File: config.mk
export PLATFORM = sky130hd
export DESIGN_NAME = bitstream_header_parser_core
export DESIGN_NICKNAME = d
export VERILOG_FILES = /design/src/rtl/core/bhp_pkg.sv /design/src/rtl/core/bhp_front.sv /design/src/rtl/core/bhp_fifo.sv /design/src/rtl/core/bhp_back.sv /design/src/rtl/core/bitstream_header_parser_core.sv
export SDC_FILE = /design/constraint.sdc
export NUM_CORES = 1
export LEC_CHECK = 0
export BUFFER_PORTS_ARGS = -buffer_cell sky130_fd_sc_hd__buf_2
export CORE_ASPECT_RATIO = 0.8
export CORE_MARGIN = 1
export CORE_UTILIZATION = 60
export CTS_CLUSTER_SIZE = 40
export DETAILED_ROUTE_END_ITERATION = 10
export PLACE_DENSITY = 0.79
export SYNTH_ARGS = -nofsm -noshare
export SYNTH_HDL_FRONTEND = slang
export SYNTH_HIERARCHICAL = 1
export SYNTH_SLANG_ARGS = --single-unit
File: constraint.sdc
create_clock -name clk_i -period 8 [get_ports clk_i]
set_input_delay 1.2 -clock clk_i [delete_from_list [all_inputs] [get_ports clk_i]]
set_output_delay 1.2 -clock clk_i [all_outputs]
set_load 0.03 [all_outputs]
File: src/rtl/core/bhp_pkg.sv
// shared types and constants for the bitstream header parser
package bhp_pkg;

  // input beat
  typedef struct packed {
    logic [7:0] data_byte;
    logic       end_of_stream;
  } bhp_in_t;

  // result beat
  typedef struct packed {
    logic [2:0]  section_number;
    logic [2:0]  byte_role;
    logic [7:0]  payload_value;
    logic [31:0] section_length;
    logic        last_of_section;
    logic [1:0]  status;
  } bhp_out_t;

  // classified beat held in the queue
  typedef struct packed {
    logic       eos;
    logic [7:0] data;
    logic       tag_hit;
    logic [2:0] tag_sec;
  } bhp_item_t;

  // queue status seen by the front and back
  typedef struct packed {
    logic full;
    logic not_empty;
  } bhp_q_status_t;

  typedef enum logic [2:0] {
    PhPreamble = 3'd0,
    PhTag      = 3'd1,
    PhLength   = 3'd2,
    PhPayload  = 3'd3,
    PhDone     = 3'd4,
    PhError    = 3'd5
  } bhp_phase_e;

  typedef enum logic [2:0] {
    RolePreamble = 3'd0,
    RoleTag      = 3'd1,
    RoleLength   = 3'd2,
    RolePayload  = 3'd3,
    RoleTrailing = 3'd4
  } bhp_role_e;

  typedef enum logic [1:0] {
    StBusy   = 2'd0,
    StDone   = 2'd1,
    StBadTag = 2'd2,
    StTrunc  = 2'd3
  } bhp_status_e;

  localparam logic [7:0] TagFirst       = 8'h61; // 'a'
  localparam logic [7:0] TagLast        = 8'h65; // 'e'
  localparam logic [2:0] SecPreamble    = 3'd0;
  localparam logic [2:0] SecFirst       = 3'd1;
  localparam logic [2:0] SecLast        = 3'd5;
  localparam logic [2:0] SecAfter       = 3'd6;
  localparam logic [2:0] LenBytesShort  = 3'd2;
  localparam logic [2:0] LenBytesLong   = 3'd4;

  localparam int unsigned QueueDepth = 2;
  localparam int unsigned QueuePtrW  = $clog2(QueueDepth);
  localparam int unsigned QueueCntW  = $clog2(QueueDepth + 1);

endpackage

File: src/rtl/core/bhp_front.sv
// front stage: input register and tag classification
module bhp_front (
  input  logic                  clk_i,
  input  logic                  rst_ni,
  input  logic                  in_valid_i,
  output logic                  in_stall_o,
  input  bhp_pkg::bhp_in_t      in_data_i,
  input  bhp_pkg::bhp_q_status_t q_status_i,
  output logic                  push_o,
  output bhp_pkg::bhp_item_t    push_item_o
);
  import bhp_pkg::*;

  logic      valid_q;
  bhp_item_t item_q, item_d;
  logic      load;
  logic [7:0] tag_off;

  assign push_o      = valid_q & ~q_status_i.full;
  assign in_stall_o  = valid_q & q_status_i.full;
  assign load        = ~valid_q | push_o;
  assign push_item_o = item_q;

  // classify the byte as one of the expected tag letters
  always_comb begin
    tag_off          = in_data_i.data_byte - TagFirst;
    item_d.eos       = in_data_i.end_of_stream;
    item_d.data      = in_data_i.data_byte;
    item_d.tag_hit   = (in_data_i.data_byte >= TagFirst) &&
                       (in_data_i.data_byte <= TagLast);
    item_d.tag_sec   = tag_off[2:0] + SecFirst;
  end

  always_ff @(posedge clk_i or negedge rst_ni) begin
    if (!rst_ni) begin
      valid_q <= 1'b0;
    end else if (load) begin
      valid_q <= in_valid_i;
    end
  end

  always_ff @(posedge clk_i) begin
    if (load && in_valid_i) begin
      item_q <= item_d;
    end
  end

endmodule

File: src/rtl/core/bhp_fifo.sv
// short queue between front and back
module bhp_fifo (
  input  logic                   clk_i,
  input  logic                   rst_ni,
  input  logic                   push_i,
  input  bhp_pkg::bhp_item_t     push_item_i,
  input  logic                   pop_i,
  output bhp_pkg::bhp_item_t     pop_item_o,
  output bhp_pkg::bhp_q_status_t status_o
);
  import bhp_pkg::*;

  bhp_item_t               mem_q [QueueDepth];
  logic [QueuePtrW-1:0]    wr_ptr_q, rd_ptr_q;
  logic [QueueCntW-1:0]    cnt_q;

  assign status_o.full      = (cnt_q == QueueCntW'(QueueDepth));
  assign status_o.not_empty = (cnt_q != '0);
  assign pop_item_o         = mem_q[rd_ptr_q];

  always_ff @(posedge clk_i or negedge rst_ni) begin
    if (!rst_ni) begin
      wr_ptr_q <= '0;
      rd_ptr_q <= '0;
      cnt_q    <= '0;
    end else begin
      if (push_i) begin
        wr_ptr_q <= (wr_ptr_q == QueuePtrW'(QueueDepth - 1)) ? '0 : wr_ptr_q + 1'b1;
      end
      if (pop_i) begin
        rd_ptr_q <= (rd_ptr_q == QueuePtrW'(QueueDepth - 1)) ? '0 : rd_ptr_q + 1'b1;
      end
      if (push_i && !pop_i) begin
        cnt_q <= cnt_q + 1'b1;
      end else if (pop_i && !push_i) begin
        cnt_q <= cnt_q - 1'b1;
      end
    end
  end

  always_ff @(posedge clk_i) begin
    if (push_i) begin
      mem_q[wr_ptr_q] <= push_item_i;
    end
  end

endmodule

File: src/rtl/core/bhp_back.sv
// back stage: section state machine and result register
module bhp_back #(
  parameter int unsigned PreambleBytes = 13
) (
  input  logic                   clk_i,
  input  logic                   rst_ni,
  input  bhp_pkg::bhp_q_status_t q_status_i,
  input  bhp_pkg::bhp_item_t     item_i,
  output logic                   pop_o,
  output logic                   out_valid_o,
  input  logic                   out_stall_i,
  output bhp_pkg::bhp_out_t      out_data_o
);
  import bhp_pkg::*;

  localparam logic [31:0] PreLen = 32'(PreambleBytes);
  localparam bhp_phase_e  PhReset = (PreambleBytes == 0) ? PhTag : PhPreamble;
  localparam logic [2:0]  SecReset = (PreambleBytes == 0) ? SecFirst : SecPreamble;

  bhp_phase_e  phase_q, phase_d;
  logic [2:0]  sec_q, sec_d;
  logic [31:0] cnt_q, cnt_d;
  logic [31:0] acc_q, acc_d;
  bhp_status_e err_q, err_d;
  logic        out_valid_q;
  bhp_out_t    out_q, out_d;

  logic        advance;
  logic [31:0] cnt_inc, acc_shift;
  logic [2:0]  len_size;
  logic        pre_done, len_done, pay_done, tag_ok, last_sec;

  assign advance     = ~out_valid_q | ~out_stall_i;
  assign pop_o       = q_status_i.not_empty & advance;
  assign out_valid_o = out_valid_q;
  assign out_data_o  = out_q;

  assign cnt_inc   = cnt_q + 32'd1;
  assign acc_shift = {acc_q[23:0], item_i.data};
  assign len_size  = (sec_q == SecLast) ? LenBytesLong : LenBytesShort;
  assign pre_done  = (cnt_inc >= PreLen);
  assign len_done  = (cnt_inc >= 32'(len_size));
  assign pay_done  = (cnt_inc >= acc_q);
  assign tag_ok    = item_i.tag_hit && (item_i.tag_sec == sec_q);
  assign last_sec  = (sec_q >= SecLast);

  // next state
  always_comb begin
    phase_d = phase_q;
    sec_d   = sec_q;
    cnt_d   = cnt_q;
    acc_d   = acc_q;
    err_d   = err_q;
    if (item_i.eos) begin
      if (phase_q != PhDone && phase_q != PhError) begin
        err_d   = StTrunc;
        phase_d = PhError;
      end
    end else begin
      unique case (phase_q)
        PhPreamble: begin
          cnt_d = cnt_inc;
          if (pre_done) begin
            cnt_d   = '0;
            sec_d   = SecFirst;
            phase_d = PhTag;
          end
        end
        PhTag: begin
          if (tag_ok) begin
            cnt_d   = '0;
            acc_d   = '0;
            phase_d = PhLength;
          end else begin
            err_d   = StBadTag;
            phase_d = PhError;
          end
        end
        PhLength: begin
          acc_d = acc_shift;
          cnt_d = cnt_inc;
          if (len_done) begin
            cnt_d = '0;
            if (acc_shift == '0) begin
              sec_d   = last_sec ? SecAfter : sec_q + 3'd1;
              phase_d = last_sec ? PhDone : PhTag;
            end else begin
              phase_d = PhPayload;
            end
          end
        end
        PhPayload: begin
          cnt_d = cnt_inc;
          if (pay_done) begin
            cnt_d   = '0;
            sec_d   = last_sec ? SecAfter : sec_q + 3'd1;
            phase_d = last_sec ? PhDone : PhTag;
          end
        end
        PhDone: begin
        end
        default: begin
        end
      endcase
    end
  end

  // result fields
  always_comb begin
    out_d.section_number  = sec_q;
    out_d.byte_role       = RolePreamble;
    out_d.payload_value   = item_i.data;
    out_d.section_length  = '0;
    out_d.last_of_section = 1'b0;
    out_d.status          = StBusy;
    if (item_i.eos) begin
      out_d.payload_value  = '0;
      out_d.section_length = acc_q;
      if (phase_q == PhDone) begin
        out_d.status = StDone;
      end else if (phase_q == PhError) begin
        out_d.status = err_q;
      end else begin
        out_d.status = StTrunc;
      end
    end else begin
      unique case (phase_q)
        PhPreamble: begin
          out_d.last_of_section = pre_done;
        end
        PhTag: begin
          out_d.byte_role = RoleTag;
          if (!tag_ok) begin
            out_d.status = StBadTag;
          end
        end
        PhLength: begin
          out_d.byte_role      = RoleLength;
          out_d.section_length = acc_shift;
          if (len_done && acc_shift == '0) begin
            out_d.last_of_section = 1'b1;
            out_d.status          = last_sec ? StDone : StBusy;
          end
        end
        PhPayload: begin
          out_d.byte_role      = RolePayload;
          out_d.section_length = acc_q;
          if (pay_done) begin
            out_d.last_of_section = 1'b1;
            out_d.status          = last_sec ? StDone : StBusy;
          end
        end
        PhDone: begin
          out_d.section_number = SecAfter;
          out_d.byte_role      = RoleTrailing;
          out_d.status         = StDone;
        end
        default: begin
          out_d.byte_role = RoleTrailing;
          out_d.status    = err_q;
        end
      endcase
    end
  end

  always_ff @(posedge clk_i or negedge rst_ni) begin
    if (!rst_ni) begin
      phase_q     <= PhReset;
      sec_q       <= SecReset;
      cnt_q       <= '0;
      acc_q       <= '0;
      err_q       <= StBusy;
      out_valid_q <= 1'b0;
    end else begin
      if (pop_o) begin
        phase_q <= phase_d;
        sec_q   <= sec_d;
        cnt_q   <= cnt_d;
        acc_q   <= acc_d;
        err_q   <= err_d;
      end
      if (advance) begin
        out_valid_q <= q_status_i.not_empty;
      end
    end
  end

  always_ff @(posedge clk_i) begin
    if (pop_o) begin
      out_q <= out_d;
    end
  end

endmodule

File: src/rtl/core/bitstream_header_parser_core.sv
// top level: tag-length-value header parser for a configuration byte stream
// path: an input beat passes the front register, the queue and the back result register
// throughput: one beat per cycle; the back retires one queued beat each unstalled cycle
// the two-entry queue absorbs output stalls so input stall follows only a full queue
// reset: asynchronous active low; parser returns to the preamble (tag phase if no preamble)
// and all valid flags, queue pointers and the error latch clear
module bitstream_header_parser_core #(
  parameter int unsigned PreambleBytes = 13
) (
  input  logic              clk_i,
  input  logic              rst_ni,
  input  logic              in_valid_i,
  output logic              in_stall_o,
  input  bhp_pkg::bhp_in_t  in_data_i,
  output logic              out_valid_o,
  input  logic              out_stall_i,
  output bhp_pkg::bhp_out_t out_data_o
);
  import bhp_pkg::*;

  // front to queue
  logic          push;
  bhp_item_t     push_item;
  // queue to back
  logic          pop;
  bhp_item_t     pop_item;
  bhp_q_status_t q_status;

  // front registers each beat and marks whether it is one of the tag letters,
  // so the back only compares a 3-bit section code against its own index
  bhp_front u_front (
    .clk_i       (clk_i),
    .rst_ni      (rst_ni),
    .in_valid_i  (in_valid_i),
    .in_stall_o  (in_stall_o),
    .in_data_i   (in_data_i),
    .q_status_i  (q_status),
    .push_o      (push),
    .push_item_o (push_item)
  );

  // short queue decouples input acceptance from output stalls
  bhp_fifo u_fifo (
    .clk_i       (clk_i),
    .rst_ni      (rst_ni),
    .push_i      (push),
    .push_item_i (push_item),
    .pop_i       (pop),
    .pop_item_o  (pop_item),
    .status_o    (q_status)
  );

  // back holds phase, section index, byte counter, length and error latch,
  // and registers the result beat
  bhp_back #(
    .PreambleBytes (PreambleBytes)
  ) u_back (
    .clk_i       (clk_i),
    .rst_ni      (rst_ni),
    .q_status_i  (q_status),
    .item_i      (pop_item),
    .pop_o       (pop),
    .out_valid_o (out_valid_o),
    .out_stall_i (out_stall_i),
    .out_data_o  (out_data_o)
  );

endmodule
==> flow_metrics.py, run 1 <==
metrics = {
    "drt": {
        "wl_per_cell_um": 20.1,
        "dr.first_iter.drc_count": 707,
        "drc": 8,
        "vias": 6642,
        "first_pass_iters": 9,
        "via_per_inst": 6.36,
        "wirelength_um": 21000,
        "postRouteAntennaNets": 0,
    },
    "placed_design": {
        "place_ws_ns": 2.88,
        "dp_hpwl_um": 14400,
        "dpl.cell_count": 1012,
        "place_congestion": 0.881,
        "port_buffers": 63,
    },
    "floorplan": {
        "die_area_um2": 15300,
        "die_y_um": 111,
        "rows": 39,
        "core_area_um2": 14400,
        "initial_core_util": 0.618,
        "die_w_um": 138,
        "io_pins": 64,
    },
    "sta": {
        "setup_viol": 0,
        "drv_slew": 0,
        "layout_setup_ws_ns": 2.75,
        "rsz0062_at_grt": "no",
        "final_hold_viol_count": 0,
        "fin_skew_ns": 0.0128,
        "worst_pin_slew_ns": 1.14,
        "setup_tns_ns": 0,
        "fin_crit_sh": 0.656,
        "maxSlewHeadroom": 0.241,
        "fin_crit_ns": 5.25,
        "fmax_ghz": 0.191,
    },
    "critical_path": {
        "end_kind": "register",
        "crit_fanout": 22,
        "crit_path_start_kind": "register",
        "crit_type": "reg2reg",
        "cp.arrival_ns": 5.53,
        "r2r_start": "u_back/cnt_q[0]",
        "crit_start": "u_back/cnt_q[0]",
        "reg2reg_slack_ns": 2.75,
        "reg2reg_depth": 17,
        "r2r_end": "u_back/cnt_q[24]",
        "worstPathRequired_ns": 8.28,
    },
    "global_routing": {
        "antenna_found_initial": 0,
        "grt-ovfl-total": 0,
        "grt_pass1_wl_um": 34000,
        "track_usage": 0.287,
        "grt_max_degree": 79,
        "grt_pass1_vias": 6229,
    },
    "cts": {
        "hold_buffers": 0,
        "clkTransAtPathRegs_ns": 0.07,
        "cts-root-buf": "clkbuf_16",
        "htree_levels": 4,
        "cts_setup_buffers": 0,
        "clockBufferDepth": 2,
        "clk_latency_ns": 0.43,
        "numCtsBuffers": 17,
        "cts_tree": "yes",
        "cts_resized": 0,
        "cts.sinks": 163,
    },
    "logic_synthesis": {
        "ys.warnings.count": 6,
        "syn-num-nets": 872,
        "seq_area_frac_synth": 0.506,
        "ys.flop_type": "edfxtp_1",
        "yosysUniqueCellTypes": 73,
        "async_flop_share": 0.479,
        "synthCells": 820,
        "synth_edf_count": 85,
        "syn_area_um2": 8900,
        "avgSynthCellArea_um2": 10.9,
        "ys_seq_elements": 163,
    },
    "finish": {
        "final_util": 0.683,
        "drive_gt1_frac": 0.169,
        "regArea_um2": 4500,
        "multi_input_area_um2": 3950,
        "fin_cells": 1044,
        "nFillCells": 1045,
        "area_delta_synth_final_pct": 10.5,
        "nets": 899,
        "antenna_cells": 0,
    },
    "job": {
        "cap_violations": 0,
    },
    "min_path": {
        "holdPathEnd": "u_fifo/mem_q[0][11]",
        "hold_path_depth": 0,
        "min_path_type": "reg2reg",
        "min_from": "u_front/push_item_o[11]",
    },
    "power_and_ir_drop": {
        "power_density_nw_per_um2": 317,
        "vdd_ir_drop_max_v": 0.000433,
        "leakage_nw": 4.08,
        "p_total_mw": 3.12,
    },
    "outcome": {
        "status": "finished, violations left",
        "violations": "design-rule violations",
    },
}
==> how the worst max path moves through the flow <==
| stage | to | depth (start not counted) | slack (ns) |
|---|---|---|---|
| after floorplan | u_back/cnt_q[30] | 20 | 3.80 |
| after global placement | u_back/cnt_q[24] | 17 | 3.03 |
| after detailed placement | u_back/cnt_q[24] | 17 | 2.88 |
| after CTS | u_back/cnt_q[24] | 17 | 2.84 |
| after global routing | u_back/cnt_q[24] | 17 | 2.42 |
| final | u_back/cnt_q[24] | 17 | 2.75 |
==> area by class of cell <==
type                       instances  share of cell area
clock inverter                    13              0.0165
sequential                       163               0.458
tap                              184              0.0234
clock buffer                      19              0.0460
multi-input combinational        550               0.401
timing repair buffer              70              0.0376
inverter                          45              0.0172
==> kinds of logic (layout without fill, tap and decap cells) <==
kind of cell / count (synthesis) / in the layout / synth area share
AND/OR/NAND/NOR: 265 / 265 / 0.163
buffers and inverters: 107 / 147 / 0.0527
flip-flops: 163 / 163 / 0.506
AO/OA/AOI/OAI: 181 / 181 / 0.154
XOR/XNOR: 47 / 47 / 0.0462
multiplexers: 18 / 18 / 0.0229
adder cells (fa/ha/maj): 39 / 39 / 0.0548
==> report_power, final <==
part / internal (mW) / total (mW) / switching (mW)
Sequential: 1.13 / 1.29 / 0.152
Combinational: 0.335 / 0.976 / 0.641
Clock: 0.490 / 0.856 / 0.367
Total: 1.96 / 3.12 / 1.16
==> layer usage <==
metal / routed length [um] / up-vias / track usage
li1: - / 3073 / -
met1: 9500 / 3231 / 0.420
met2: 9560 / 314 / 0.428
met3: 1620 / 24 / 0.0635
met4: 340 / 0 / 0.0929
met5: 0 / - / 0
==> cell usage after synthesis (7+ instances only) <==
master / number / area share
nor4_1: 18 / 0.013
or3_1: 10 / 0.0070
inv_1: 45 / 0.019
nand3_1: 20 / 0.011
nor2b_1: 17 / 0.012
xnor2_1: 31 / 0.030
ha_1: 39 / 0.055
or2_2: 10 / 0.0070
nor3_1: 18 / 0.010
nand2b_1: 7 / 0.0049
buf_4: 7 / 0.0059
nor2_1: 49 / 0.021
nand2_1: 50 / 0.021
dfrtp_1: 78 / 0.22
and2_1: 7 / 0.0049
a21oi_1: 21 / 0.012
mux2_2: 15 / 0.019
a21o_1: 10 / 0.0084
o21ai_0: 27 / 0.015
edfxtp_1: 85 / 0.29
and3_1: 10 / 0.0070
a22o_1: 66 / 0.065
buf_2: 13 / 0.0073
nand4_1: 18 / 0.013
clkbuf_1: 36 / 0.015
xor2_1: 16 / 0.016
==> sequential cells by signal, indices dropped and copies added, names as in the netlist <==
register / flops
u_back/out_data_o: 49
u_back/acc_q: 32
u_back/cnt_q: 32
u_fifo/mem_q: 26
u_front/push_item_o: 10
u_back/phase_q: 3
u_back/sec_q: 3
u_back/err_q: 2
u_fifo/cnt_q: 2
u_back/out_valid_o: 1
u_fifo/rd_ptr_q: 1
u_fifo/wr_ptr_q: 1
u_front/valid_q: 1
==> worst max-delay path: stages, from the launching register on <==
cell      delay, ns
dfrtp_1        0.48
ha_1           0.41
nand4_4        0.17
or3_1          0.54
nor3_1         0.36
nand4_1        0.23
xnor2_1        0.18
ha_1           0.30
nand4_1        0.10
nor4_1         0.36
o21ai_0        0.17
a31oi_1        0.19
a311oi_1       0.09
nand4_1        0.19
a21boi_2       0.17
buf_4          0.26
and2_1         0.69
o21ai_0        0.20
==> cells in the final DEF (no fill, tap or decap), types with 15 or more instances in the layout <==
master,n
a21oi_1,21
a22o_1,66
buf_2,62
clkbuf_16,17
dfrtp_1,78
edfxtp_1,85
ha_1,39
inv_1,44
mux2_2,15
nand2_1,50
nand3_1,20
nand4_1,18
nor2_1,48
nor2b_1,17
nor3_1,16
nor4_1,18
o21ai_0,27
xnor2_1,31
xor2_1,16
==> stage by stage <==
stage	hold slack (ns)	cell area, um2
floorplan	0.421	8900
global placement	0.427	9220
detailed placement	0.433	9220
CTS	0.449	9840
global route	0.458	9840
finish	0.454	9840
Power figures use the tool's default switching activity.
==> run 2, diff against run 1 <==
clock period = 5.21 ns   (was 8 ns; I/O delays follow)
==> run 2 against run 1 <==
  * The flow still finishes with violations (design-rule violations)
  * Highest routed layer unchanged
  * Global-route usage grew 0.48 points
  * Largest power group unchanged
  * Combinational power up 56%
  * First-iteration DRC count increased by 7.1%
==> flow_metrics.py, run 2 (same netlist as run 1, synthesis figures left out) <==
metrics = {
    "drt": {
        "wirelength_um": 21200,
        "via_per_inst": 6.47,
        "postRouteAntennaNets": 0,
        "dr.first_iter.drc_count": 757,
        "drc": 8,
        "wl_per_cell_um": 20.3,
        "vias": 6784,
        "first_pass_iters": 10,
    },
    "placed_design": {
        "dp_hpwl_um": 14500,
        "dpl_cell_area_um2": 9250,
        "place_congestion": 0.931,
        "port_buffers": 63,
    },
    "floorplan": {
        "die_w_um": 138,
        "rows": 39,
        "die_y_um": 111,
        "die_area_um2": 15300,
        "io_pins": 64,
        "core_area_um2": 14400,
        "initial_core_util": 0.618,
    },
    "finish": {
        "nets": 903,
        "final_cell_mix": "edfxtp_1, dfrtp_1, a22o_1, buf_2, nand2_1",
        "nFillCells": 1013,
        "largest_register_ffs": 49,
        "stdcell_area_um2": 9820,
        "area_delta_synth_final_pct": 10.3,
        "final_common_cell": "edfxtp_1",
        "drive_gt1_frac": 0.171,
        "final_util": 0.682,
        "antenna_cells": 0,
    },
    "sta": {
        "setup_viol": 0,
        "drv_slew": 0,
        "fin_skew_ns": 0.00800,
        "setup_tns_ns": 0,
        "fin_crit_ns": 4.76,
        "maxSlewHeadroom": 0.198,
        "worst_pin_slew_ns": 1.20,
        "rsz0062_at_grt": "no",
        "final_hold_viol_count": 0,
        "hold_ws_ns": 0.458,
        "fmax_ghz": 0.210,
        "fin_crit_sh": 0.914,
    },
    "global_routing": {
        "grt_pass1_vias": 6415,
        "track_usage": 0.292,
        "grt_max_degree": 79,
        "grt_pass1_wl_um": 34500,
        "antenna_found_initial": 0,
        "grt-ovfl-total": 0,
    },
    "critical_path": {
        "crit_family": "simple AND/OR/NAND/NOR gates",
        "crit_chain": "ha_2, nand4_4, or3_1, nor3_1, nand4_1, xnor2_1, ha_1, nand4_1, nor4_1, o21ai_0, a31oi_1, a311oi_1, nand4_1, a21boi_1, buf_4, and2_1, buf_4, o21ai_0",
        "cp.arrival_ns": 5.06,
        "critPathBufInv": 2,
        "worstPathRequired_ns": 5.51,
        "crit_start": "u_back/cnt_q[0]",
        "crit_fanout": 17,
        "crit_path_start_kind": "register",
        "cp_common_cell": "nand4_1",
        "slowest_delay_ns": 0.55,
        "crit_type": "reg2reg",
        "end_kind": "register",
        "cp_slowest_cell": "or3_1",
        "r2r_start": "u_back/cnt_q[0]",
    },
    "cts": {
        "cts.sinks": 163,
        "clk_latency_ns": 0.43,
        "clockBufferDepth": 2,
        "htree_levels": 4,
        "clkTransAtPathRegs_ns": 0.07,
        "cts-root-buf": "clkbuf_16",
        "cts_tree": "yes",
        "hold_buffers": 0,
        "numCtsBuffers": 17,
    },
    "power_and_ir_drop": {
        "power_density_nw_per_um2": 480,
        "p_total_mw": 4.72,
        "seqPwrFrac": 0.422,
        "netSwitchingFraction": 0.376,
        "vdd_ir_drop_max_v": 0.000319,
        "leakage_nw": 4.06,
        "p_int_mw": 2.94,
        "p_switching_mw": 1.78,
        "combinationalPowerShare": 0.322,
        "p_clk_frac": 0.257,
    },
    "outcome": {
        "violations": "design-rule violations",
        "status": "finished, violations left",
    },
    "min_path": {
        "min_from": "u_front/push_item_o[10]",
        "min_path_type": "reg2reg",
    },
    "job": {
        "cap_violations": 0,
    },
}
run 2: final timing paths:
path,endpoint,slack (ns),depth (start not counted)
max,u_back/cnt_q[24],0.45,18
min in group asynchronous,u_back/cnt_q[26],0.53,1
max in group asynchronous,u_back/acc_q[1],4.02,1
min reg2reg,u_fifo/mem_q[1][10],0.46,0
min,u_fifo/mem_q[1][10],0.46,0
max reg2reg,u_back/cnt_q[24],0.45,18
run 2: worst reg2reg max path, stage by stage, from the launching register on:
cell,delay (ns)
dfrtp_1,0.50
ha_2,0.35
nand4_4,0.15
or3_1,0.55
nor3_1,0.36
nand4_1,0.24
xnor2_1,0.19
ha_1,0.30
nand4_1,0.11
nor4_1,0.29
o21ai_0,0.13
a31oi_1,0.19
a311oi_1,0.10
nand4_1,0.18
a21boi_1,0.27
buf_4,0.21
and2_1,0.13
buf_4,0.24
o21ai_0,0.13
run 2: layout make-up:
type	count	area (um2)	area share
tap	184	230	0.0234
clock buffer	19	443	0.0451
sequential	163	4500	0.459
timing repair buffer	74	400	0.0408
inverter	45	169	0.0172
clock inverter	13	125	0.0127
multi-input combinational	550	3950	0.402
run 2: per-stage QoR:
stage | std cells | setup WS (ns)
global placement | 1016 | 0.703
floorplan | 820 | 1.01
global route | 1048 | 0.0895
finish | 1048 | 0.447
CTS | 1048 | 0.442
detailed placement | 1016 | 0.488
run 2: routing by layer:
metal  vias up  GRT usage  wire, um
met2       363      0.449      9780
met3        51     0.0579      1740
met4         0      0.124       535
met5         -          0         0
li1       3084          -         -
met1      3286      0.407      9190
run 2: timing repair:
item | 4_1_cts | 5_1_grt
endpoints found under the setup margin | 0 | 1
endpoints found under the hold margin | 0 | 0
gates resized for setup | 0 | 1
setup buffers | 0 | 0
run 2: power by group through the flow:
stage	Combinational [mW]	Clock (mW)	Sequential (mW)
CTS	1.51	1.22	1.99
global route	1.64	1.27	2.03
floorplan	0.892	0	2.19
detailed placement	1.49	0	2.00
global placement	1.45	0	1.99
finish	1.52	1.21	1.99
